<file path="src/hw/rtl/acd_pkg.sv">
// Shared types, codes and character helpers for the ANSI-C escape decoder.
// Used by acd_decode, acd_res_fifo and ansi_c_escape_decoder; depends on nothing.
package acd_pkg;

  localparam int unsigned FifoDepth = 4;
  localparam int unsigned PtrW      = $clog2(FifoDepth);
  localparam int unsigned CntW      = PtrW + 1;

  localparam logic [7:0] ChBslash = 8'h5C;
  localparam logic [7:0] ChQuote  = 8'h27;
  localparam logic [7:0] ChX      = 8'h78;
  localparam logic [7:0] ChEsc    = 8'h1B;

  typedef enum logic [2:0] {
    MODE_NORMAL = 3'd0,
    MODE_ESC    = 3'd1,
    MODE_HEX0   = 3'd2,
    MODE_HEX1   = 3'd3,
    MODE_OCT1   = 3'd4,
    MODE_OCT2   = 3'd5,
    MODE_ERR    = 3'd6
  } mode_t;

  typedef struct packed {
    logic [7:0] out_byte;
    logic       has_byte;
    logic       end_of_token;
    logic       error;
  } res_t;

  // Up to two results per input beat.
  typedef struct packed {
    logic [1:0] count;
    res_t       r0;
    res_t       r1;
  } dec_t;

  // {digit valid, value}
  function automatic logic [4:0] hex_digit(input logic [7:0] c);
    logic [4:0] r;
    r = 5'd0;
    if (c >= 8'h30 && c <= 8'h39) begin
      r = {1'b1, c[3:0]};
    end else if ((c >= 8'h61 && c <= 8'h66) || (c >= 8'h41 && c <= 8'h46)) begin
      r = {1'b1, c[3:0] + 4'd9};
    end
    return r;
  endfunction

  function automatic logic is_octal(input logic [7:0] c);
    return c[7:3] == 5'b00110;
  endfunction

  // {known escape, mapped character}
  function automatic logic [8:0] simple_escape(input logic [7:0] c);
    logic [8:0] r;
    unique case (c)
      ChBslash: r = {1'b1, ChBslash};
      8'h61:    r = {1'b1, 8'h07};
      8'h62:    r = {1'b1, 8'h08};
      8'h65:    r = {1'b1, ChEsc};
      8'h45:    r = {1'b1, ChEsc};
      8'h66:    r = {1'b1, 8'h0C};
      8'h6E:    r = {1'b1, 8'h0A};
      8'h72:    r = {1'b1, 8'h0D};
      8'h74:    r = {1'b1, 8'h09};
      8'h76:    r = {1'b1, 8'h0B};
      ChQuote:  r = {1'b1, ChQuote};
      default:  r = 9'd0;
    endcase
    return r;
  endfunction

endpackage

</file>
<file path="src/hw/rtl/acd_decode.sv">
// Escape decoding state machine: mode, partial value and error flag, plus the
// results of one input beat. Depends on acd_pkg.
module acd_decode (
  input  logic          clk,
  input  logic          rst,
  input  logic          step,
  input  logic          kind,
  input  logic [7:0]    in_byte,
  output acd_pkg::dec_t dec
);
  import acd_pkg::*;

  mode_t      mode, mode_next;
  logic [7:0] value, value_next;
  logic       err_seen, err_seen_next;
  logic [4:0] hx;
  logic [8:0] se;
  logic       oct;

  assign hx  = hex_digit(in_byte);
  assign se  = simple_escape(in_byte);
  assign oct = is_octal(in_byte);

  always_ff @(posedge clk) begin
    if (rst) begin
      mode     <= MODE_NORMAL;
      value    <= 8'd0;
      err_seen <= 1'b0;
    end else if (step) begin
      mode     <= mode_next;
      value    <= value_next;
      err_seen <= err_seen_next;
    end
  end

  // Next state
  always_comb begin
    mode_next     = mode;
    value_next    = value;
    err_seen_next = err_seen;
    if (kind) begin
      mode_next     = MODE_NORMAL;
      value_next    = 8'd0;
      err_seen_next = 1'b0;
    end else begin
      unique case (mode)
        MODE_ESC: begin
          mode_next = MODE_NORMAL;
          if (se[8]) begin
            mode_next = MODE_NORMAL;
          end else if (in_byte == ChX) begin
            mode_next  = MODE_HEX0;
            value_next = 8'd0;
          end else if (oct) begin
            mode_next  = MODE_OCT1;
            value_next = {5'd0, in_byte[2:0]};
          end
        end
        MODE_HEX0, MODE_HEX1: begin
          if (!hx[4]) begin
            mode_next     = MODE_ERR;
            value_next    = 8'd0;
            err_seen_next = 1'b1;
          end else if (mode == MODE_HEX0) begin
            mode_next  = MODE_HEX1;
            value_next = {4'd0, hx[3:0]};
          end else begin
            mode_next  = MODE_NORMAL;
            value_next = 8'd0;
          end
        end
        MODE_OCT1, MODE_OCT2: begin
          if (!oct) begin
            mode_next     = MODE_ERR;
            value_next    = 8'd0;
            err_seen_next = 1'b1;
          end else if (mode == MODE_OCT1) begin
            mode_next  = MODE_OCT2;
            value_next = {value[4:0], in_byte[2:0]};
          end else begin
            mode_next  = MODE_NORMAL;
            value_next = 8'd0;
          end
        end
        MODE_ERR: mode_next = MODE_ERR;
        default: begin
          mode_next = (in_byte == ChBslash) ? MODE_ESC : MODE_NORMAL;
        end
      endcase
    end
  end

  // Results
  always_comb begin
    dec = '0;
    if (kind) begin
      if (mode == MODE_ESC) begin
        dec.count = 2'd2;
        dec.r0    = '{out_byte: ChBslash, has_byte: 1'b1, end_of_token: 1'b0, error: 1'b0};
        dec.r1    = '{out_byte: 8'd0, has_byte: 1'b0, end_of_token: 1'b1, error: err_seen};
      end else begin
        dec.count = 2'd1;
        dec.r0    = '{out_byte: 8'd0, has_byte: 1'b0, end_of_token: 1'b1,
                      error: err_seen || mode == MODE_HEX0 || mode == MODE_HEX1 ||
                             mode == MODE_OCT1 || mode == MODE_OCT2};
      end
    end else begin
      unique case (mode)
        MODE_ESC: begin
          if (se[8]) begin
            dec.count = 2'd1;
            dec.r0    = '{out_byte: se[7:0], has_byte: 1'b1, end_of_token: 1'b0, error: 1'b0};
          end else if (in_byte != ChX && !oct) begin
            // unknown escape: backslash, then the byte as is
            dec.count = 2'd2;
            dec.r0    = '{out_byte: ChBslash, has_byte: 1'b1, end_of_token: 1'b0, error: 1'b0};
            dec.r1    = '{out_byte: in_byte, has_byte: 1'b1, end_of_token: 1'b0, error: 1'b0};
          end
        end
        MODE_HEX1: begin
          if (hx[4]) begin
            dec.count = 2'd1;
            dec.r0    = '{out_byte: {value[3:0], hx[3:0]}, has_byte: 1'b1,
                          end_of_token: 1'b0, error: 1'b0};
          end
        end
        MODE_OCT2: begin
          if (oct) begin
            dec.count = 2'd1;
            dec.r0    = '{out_byte: {value[4:0], in_byte[2:0]}, has_byte: 1'b1,
                          end_of_token: 1'b0, error: 1'b0};
          end
        end
        MODE_HEX0, MODE_OCT1, MODE_ERR: dec.count = 2'd0;
        default: begin
          if (in_byte != ChBslash) begin
            dec.count = 2'd1;
            dec.r0    = '{out_byte: in_byte, has_byte: 1'b1, end_of_token: 1'b0, error: 1'b0};
          end
        end
      endcase
    end
  end

endmodule

</file>
<file path="src/hw/rtl/acd_res_fifo.sv">
// Result queue: takes up to two results a cycle on push, gives one a cycle on pop.
// Depends on acd_pkg.
module acd_res_fifo (
  input  logic          clk,
  input  logic          rst,
  input  logic          push,
  input  acd_pkg::dec_t dec,
  input  logic          pop,
  output logic          room,
  output logic          head_valid,
  output acd_pkg::res_t head
);
  import acd_pkg::*;

  res_t            mem [FifoDepth];
  logic [PtrW-1:0] wp, rp;
  logic [CntW-1:0] cnt, cnt_next;
  logic [CntW-1:0] n_in;

  assign n_in       = push ? CntW'(dec.count) : '0;
  assign room       = cnt <= CntW'(FifoDepth - 2);
  assign head_valid = cnt != '0;
  assign head       = mem[rp];
  assign cnt_next   = cnt + n_in - CntW'(pop);

  always_ff @(posedge clk) begin
    if (rst) begin
      wp  <= '0;
      rp  <= '0;
      cnt <= '0;
    end else begin
      wp  <= wp + PtrW'(n_in);
      rp  <= rp + PtrW'(pop);
      cnt <= cnt_next;
    end
  end

  always_ff @(posedge clk) begin
    if (push && dec.count != 2'd0) begin
      mem[wp] <= dec.r0;
    end
    if (push && dec.count == 2'd2) begin
      mem[wp + PtrW'(1)] <= dec.r1;
    end
  end

endmodule

</file>
<file path="src/hw/rtl/ansi_c_escape_decoder.sv">
// Top level of the ANSI-C quoted string escape decoder: input register,
// decoder and result queue. Depends on acd_pkg, acd_decode, acd_res_fifo.
//
//   channel | beat                      | handshake
//   --------+---------------------------+----------------------
//   in      | kind, in_byte             | in_valid / in_stall
//   out     | out_byte, has_byte,       | out_valid / out_stall
//           | end_of_token, error       |
//
// One input beat is decoded per cycle while the queue has room for two results;
// a beat with two results leaves the queue one result at a time, through its
// single read port. A beat is held in the input register, its results in the queue.
// rst clears the decoder state, the input register and the queue.
// in_stall rises only when the input register is full and the queue lacks room
// for two results; out_stall holds the head result.
module ansi_c_escape_decoder (
  input  logic       clk,
  input  logic       rst,
  input  logic       in_valid,
  output logic       in_stall,
  input  logic       kind,
  input  logic [7:0] in_byte,
  output logic       out_valid,
  input  logic       out_stall,
  output logic [7:0] out_byte,
  output logic       has_byte,
  output logic       end_of_token,
  output logic       error
);
  import acd_pkg::*;

  logic       in_full;
  logic       kind_q;
  logic [7:0] byte_q;
  logic       room;
  logic       fire;
  logic       take;
  dec_t       dec;
  res_t       head;

  assign fire     = in_full && room;
  assign in_stall = in_full && !room;
  assign take     = in_valid && !in_stall;

  always_ff @(posedge clk) begin
    if (rst) begin
      in_full <= 1'b0;
    end else begin
      in_full <= take || (in_full && !fire);
    end
  end

  always_ff @(posedge clk) begin
    if (take) begin
      kind_q <= kind;
      byte_q <= in_byte;
    end
  end

  acd_decode u_decode (
    .clk     (clk),
    .rst     (rst),
    .step    (fire),
    .kind    (kind_q),
    .in_byte (byte_q),
    .dec     (dec)
  );

  acd_res_fifo u_fifo (
    .clk        (clk),
    .rst        (rst),
    .push       (fire),
    .dec        (dec),
    .pop        (out_valid && !out_stall),
    .room       (room),
    .head_valid (out_valid),
    .head       (head)
  );

  assign out_byte     = head.out_byte;
  assign has_byte     = head.has_byte;
  assign end_of_token = head.end_of_token;
  assign error        = head.error;

endmodule
</file>
<file path="config.mk">
export PLATFORM = sky130hd
export DESIGN_NAME = ansi_c_escape_decoder
export DESIGN_NICKNAME = d
export VERILOG_FILES = /design/src/hw/rtl/acd_pkg.sv /design/src/hw/rtl/acd_decode.sv /design/src/hw/rtl/acd_res_fifo.sv /design/src/hw/rtl/ansi_c_escape_decoder.sv
export SDC_FILE = /design/constraint.sdc
export NUM_CORES = 1
export LEC_CHECK = 0
export BUFFER_PORTS_ARGS = -buffer_cell sky130_fd_sc_hd__buf_2
export CAP_MARGIN = 10
export CORE_ASPECT_RATIO = 1.25
export CORE_MARGIN = 1
export CORE_UTILIZATION = 55
export DETAILED_ROUTE_END_ITERATION = 8
export GPL_ROUTABILITY_DRIVEN = 1
export GPL_TIMING_DRIVEN = 0
export PLACE_DENSITY_LB_ADDON = 0.15
export SYNTH_ARGS = -nofsm -noshare
export SYNTH_HDL_FRONTEND = slang
export SYNTH_HIERARCHICAL = 1
export SYNTH_SLANG_ARGS = --single-unit
</file>
<file path="constraint.sdc">
create_clock -name clk -period 4.8 [get_ports clk]
set_input_delay 0.24 -clock clk [delete_from_list [all_inputs] [get_ports clk]]
set_output_delay 0.24 -clock clk [all_outputs]
set_load 0.02 [all_outputs]
</file>
# Yosys cells after proc, flatten, opt, wreduce, memory -nomap -nowiden
# Memory sizes are Yosys's and may differ from the RTL's. A register that Yosys moved wholly into a read port is not among the register bits.
# Cells that the tools add are included.
word_totals:
  out_inout_bits: 13
  n_memories: 1
  wordCells: 125
  ram_bits: 44
  register_bits: 26
op_classes:
  magnitude_cmp: 7
  reduce_logical: 32
  n_mux: 44
  eq_ne: 26
  add_sub_neg: 6
memory_table:
  columns: ["memory", "depth", "width", "read_ports", "rd_clocked_by_memory_dff", "write_ports", "line_no", "source"]
  rows:
  - ["u_fifo.mem", 4, 11, 1, 1, 2, "acd_res_fifo.sv:15", "res_t mem [FifoDepth];"]
op_table:
  columns: ["cell", "count"]
  rows:
  - ["9-bit one-hot mux with 10 select lines", 1]
  - ["8-bit by 7-bit == test with 1-bit output (second input constant)", 11]
  - ["24-bit 2-to-1 mux", 2]
  - ["5-bit 2-to-1 mux", 9]
  - ["11-bit one-hot mux with 4 select lines", 1]
  - ["12-bit 2-to-1 mux", 3]
  - ["13-bit 2-to-1 mux", 2]
  - ["11-bit 2-to-1 mux", 2]
  - ["3-bit 2-to-1 mux", 7]
  - ["8-bit by 7-bit greater-or-equal comparator with 1-bit output (second input constant)", 2]
  - ["8-bit by 7-bit <= comparator with 1-bit output (second input constant)", 2]
  - ["8-bit by 7-bit != test with 1-bit output (second input constant)", 2]
  - ["5-bit one-hot mux with 3 select lines", 1]
  - ["3-bit one-hot mux with 4 select lines", 1]
  - ["1-bit logical AND", 11]
  - ["3-bit == test (second input constant)", 3]
  - ["3-bit != test (second input constant)", 3]
  - ["8-bit by 6-bit == test with 1-bit output (second input constant)", 1]
  - ["8-bit by 6-bit greater-or-equal comparator with 1-bit output (second input constant)", 1]
  - ["8-bit by 6-bit <= comparator with 1-bit output (second input constant)", 1]
  - ["1-bit 2-to-1 mux", 8]
  - ["2-bit 2-to-1 mux", 4]
  - ["2-bit one-hot mux with 4 select lines", 1]
  - ["4-bit AND reduction", 2]
  - ["21 further kinds", 34]

# Depth between registers and ports, before layout
logic_depth:
  depth_word: 12
  depth_mapped: 14
  depth_no_buf: 14

# Modules after synthesis
# Netlist, hierarchy kept.
by_module_without_submodules:
  columns: ["module", "instances", "area_each_um2", "cells_per_inst"]
  rows:
  - ["acd_res_fifo", 1, 2611.3, 158]
  - ["acd_decode", 1, 1561.5, 207]
  - ["ansi_c_escape_decoder", 1, 332.8, 15]

# Least setup slack after synthesis
# Ideal clock, no wire load.
synth_timing:
  path_kind: "register to register"
  startpoint: "register byte_q[0]"
  endpoint: "memory u_fifo/mem[2][0] (netlist name) (data pin)"
  stages_incl_launch_ff: 12
  setup_ns: 0.260
  synth_period_minus_slack_ns: 3.463
  arrival_time_ns: 3.204
  setup_slack_ns: 1.337
  cell_sequence: "edfxtp_1 inv_1 ha_1 and2b_2 a311o_1 a211o_1 nor4_4 or2_1 nand3b_4 nor3b_1 buf_4 mux2_2"
synth_lines:
  columns: ["item", "line_no", "source"]
  rows:
  - ["start, declared", "ansi_c_escape_decoder.sv:34", "logic [7:0] byte_q;"]
  - ["start signal, assigned", "ansi_c_escape_decoder.sv:56", "byte_q <= in_byte;"]
  - ["end, declared", "acd_res_fifo.sv:15", null]

==> impl_summary.txt <==
----------------------------------------------------
[Outcome]
  Status ... finished clean

[Finish]
  Number of nets in the layout ... 442
  Share of layout cells above drive strength 1 ... 30.40%
  Area growth syn-to-layout ... 9.331%
  Ant diodes ... 0
  Utilization after layout ... 62.49%
  Final non-filler cell area ... 4926 um^2
  Filler instances ... 629

[Clock network]
  Cell chosen for the clock root ... clkbuf_8
  Max clock buf depth ... 2
  CTS Buf Count ... 9
  Number of hold buffers added after cts ... 0
  Clock sink count ... 70
  Count of instances resized after the clock tree is built ... 0
  Maximum level of the CTS H-tree ... 3
  CTS tree ... yes
  Clk Latency, worst-skew pair ... 340 ps
  Number of post-CTS setup repair buffers ... 0
  Clock slew at reported path FFs ... 70 ps

[Timing]
  Final hold vios ... 0
  Tightest Pin Transition ... 1178 ps
  Total Negative Setup Slacks ... 0 ps
  RSZ-0062 raised after global routing ... no
  Rel. slew slack ... 21.20%
  Final worst clock skew ... 9.755 ps
  Fin. max-slew vios ... 0
  Post-route fraction of the period consumed by the critical path ... 90.63%
  Final setup margin ... 449.7 ps
  Number of setup violations in the final report ... 0
  Highest clock rate ... 229.9 MHz
  Tmin final ... 4350 ps

[Drt]
  Detailed-route via count ... 3271
  Number of detailed-route iterations in the first pass ... 5
  Antenna-violating nets left ... 0
  DRT Wirelength ... 10.02 mm
  Detailed-route DRC error count ... 0
  Via-to-Cell Ratio ... 6.339
  Post-DR wirelength/cell ... 19.42 um
  1st-iter DRT viols ... 185

[Floorplan]
  Placeable Area ... 7883 um^2
  Number of core rows ... 36
  Initial Util ... 57.16%
  Top-level port count ... 26
  Die width ... 82.96 um
  Die Area ... 8561 um^2
  Die boundary height ... 103.2 um

[Global route]
  Overall global routing resource usage ... 24.73%
  Number of global-route vias before repair ... 3161
  Gr ovfl total ... 0
  Antenna violations before repair ... 0
  Wire length of the first global-routing pass ... 16.09 mm
  Pin count of the biggest net entering global routing ... 14

[Yosys]
  Nets in the synthesized netlist ... 406
  Number of library cell types mapped by synthesis ... 84
  Share of the synthesized area in the top cell type ... 35.32%
  Synthesis-stage register bit count ... 70
  Post-synth top area cell ... edfxtp_1
  Count of flip-flops with a built-in enable after synthesis ... 53
  Synth area leaders ... edfxtp_1, mux2_2, dfxtp_1
  Count of yosys warnings during synthesis ... 6
  Flip-flop cell with the highest count after synthesis ... edfxtp_1
  Mapped Area ... 4506 um^2
  Mean instance size in the synthesized netlist ... 11.86 um^2
  Fraction of the yosys area taken by sequential cells ... 42.88%
  Async SR Flop Fraction ... 0%
  Synthesized netlist cell count ... 380

[Setup path]
  Buffer and inverter count on the worst path ... 1
  Startpoint kind of the worst setup timing path ... flip-flop
  Cell with the largest stage delay on the worst path ... nor2_1
  Top cell family by delay on the critical path ... simple AND/OR/NAND/NOR gates
  Critical path capture point type ... flip-flop
  Category of the critical setup timing path ... reg -> reg
  Maximum fanout count along the critical path ... 13
  Chain of cells forming the critical path ... inv_1 -> ha_1 -> and2b_2 -> a311o_1 -> a211o_1 -> nor4_4 -> or2_1 -> mux2_2 -> nand2_1 -> nor2_1
  Arrival time at the worst endpoint ... 4310 ps
  Critical Path RT ... 4760 ps
  Delay contributed by the slowest stage of the critical path ... 910 ps

[Placed design]
  Post-placement worst setup slack ... 477.8 ps
  Last weighted congestion value of the routability-driven placer ... 0.9414
  Total of buffers placed on input and output ports ... 25
  Sum of net half-perimeters after detailed placement ... 7.166 mm
  Cell Area, Placed ... 4750 um^2

[Power]
  Power per cell area ... 327.2 nW/um^2
  Combinational group share of total power ... 27.4%
  Leak Pwr ... 0.001795 uW
  Part of the total power dissipated in sequential elements ... 45.7%
  Fraction of power consumed by the clock network ... 26.8%
  Internal portion of total power ... 1122 uW
  Switching portion of total power ... 30.36%
  Sw Pwr ... 489.3 uW
  Worst VDD drop ... 0.0002084 V

[Worst hold path]
  Type of the most critical hold path ... in -> reg

[Run]
  Max-capacitance violation count ... 0

----------------------------------------------------
-- power groups by stage --
stage | Clock, uW | Combinational, uW | Sequential [uW]
after global placement | 0 | 438 | 749
after CTS | 441 | 446 | 738
after global routing | 469 | 484 | 743
after detailed placement | 0 | 443 | 751
final | 432 | 442 | 737
after floorplan | 0 | 343 | 740
-- state kept, by name, summed over array words and instances, names as in the netlist, 2 cells and up --
| signal | cells |
|---|---|
| byte_q | 8 |
| u_decode/mode | 3 |
| u_decode/value | 5 |
| u_fifo/cnt | 3 |
| u_fifo/mem | 44 |
| u_fifo/rp | 2 |
| u_fifo/wp | 2 |
-- cell usage after synthesis, types with 7 or more instances --
library cell  count
a21oi_1          11
and2_1           10
dfxtp_1          17
edfxtp_1         53
ha_1             12
inv_1            16
mux2_2           35
mux2_4           10
mux4_2           11
nand2_1          19
nand2b_1          7
nand3_1           7
nor2_1           15
nor2b_1           9
nor3_1           11
o21ai_0           8
-- layout make-up --
class | count | area, um^2 | share of cell area [%]
Multi-Input combinational cell | 274 | 2386 | 48.44
Clock buffer | 12 | 155.1 | 3.150
Buffer | 19 | 123.9 | 2.515
Inverter | 17 | 63.81 | 1.295
Timing Repair Buffer | 25 | 125.1 | 2.540
Clock inverter | 4 | 21.27 | 0.4318
Sequential cell | 70 | 1932 | 39.22
Tap cell | 95 | 118.9 | 2.413
-- cell families (layout without fill, tap and decap cells) --
group | count (synthesis) | after routing | synth area share (%)
adders and majority gates | 13 | 13 | 3.777
xor gates and xnor gates | 6 | 6 | 1.166
DFF | 70 | 70 | 42.88
AOI/OAI and AO/OA | 71 | 71 | 11.44
muxes | 57 | 57 | 17.80
buffers and inverters | 36 | 77 | 4.165
and+or+nand+nor | 127 | 127 | 18.77
-- routing by layer --
metal | vias up | wire length [um] | track usage (%) | part of all wire (%)
met5 | - | 0 | 0 | 0
met4 | 0 | 294 | 11.27 | 2.9
met3 | 33 | 456 | 5.000 | 4.6
met2 | 114 | 5007 | 43.51 | 50
met1 | 1586 | 4261 | 29.69 | 43
li1 | 1538 | - | - | -
-- final timing paths --
check	from	endpoint	slack (ps)	cells past startpoint
max	byte_q[0]$_DFFE_PP_	u_fifo/mem[3][8]$_DFFE_PP_	450	10
min	in_byte[2]	byte_q[2]$_DFFE_PP_	70	1
max reg2reg	byte_q[0]$_DFFE_PP_	u_fifo/mem[3][8]$_DFFE_PP_	450	10
min reg2reg	u_decode/value[2]$_SDFFE_PP0P_	u_decode/value[2]$_SDFFE_PP0P_	500	2
-- placed cells by master, fill, tap and decap left out, types with 4 or more instances in the layout --
cell / synthesis / layout
a221oi_1: 4 / 4
nand3b_1: 5 / 5
a211oi_1: 4 / 4
and3_1: 5 / 5
buf_4: 4 / 4
edfxtp_1: 53 / 53
buf_2: 3 / 28
nand3_1: 7 / 7
nor2_1: 15 / 15
o21ai_1: 4 / 4
buf_1: 4 / 4
clkbuf_8: 0 / 11
mux2_2: 35 / 35
nor3b_1: 5 / 5
xnor2_1: 5 / 5
nand2_1: 19 / 19
mux4_2: 11 / 11
o21ai_0: 8 / 8
ha_1: 12 / 12
and2_1: 10 / 10
a21oi_1: 11 / 11
nand2b_1: 7 / 7
inv_1: 16 / 16
dfxtp_1: 17 / 17
mux2_4: 10 / 10
nor2b_1: 9 / 9
nor3_1: 11 / 11
a31oi_1: 5 / 5
clkbuf_1: 4 / 5
-- stage by stage --
step,std cells,hold slack (ps),total power [uW]
2_1_floorplan,380,311.6,1082
3_3_place_gp,500,417.6,1187
3_5_place_dp,500,418.5,1195
4_1_cts,516,52.64,1625
5_1_grt,516,41.13,1696
6_report,516,69.44,1612
(Power assumes the default switching activity.)
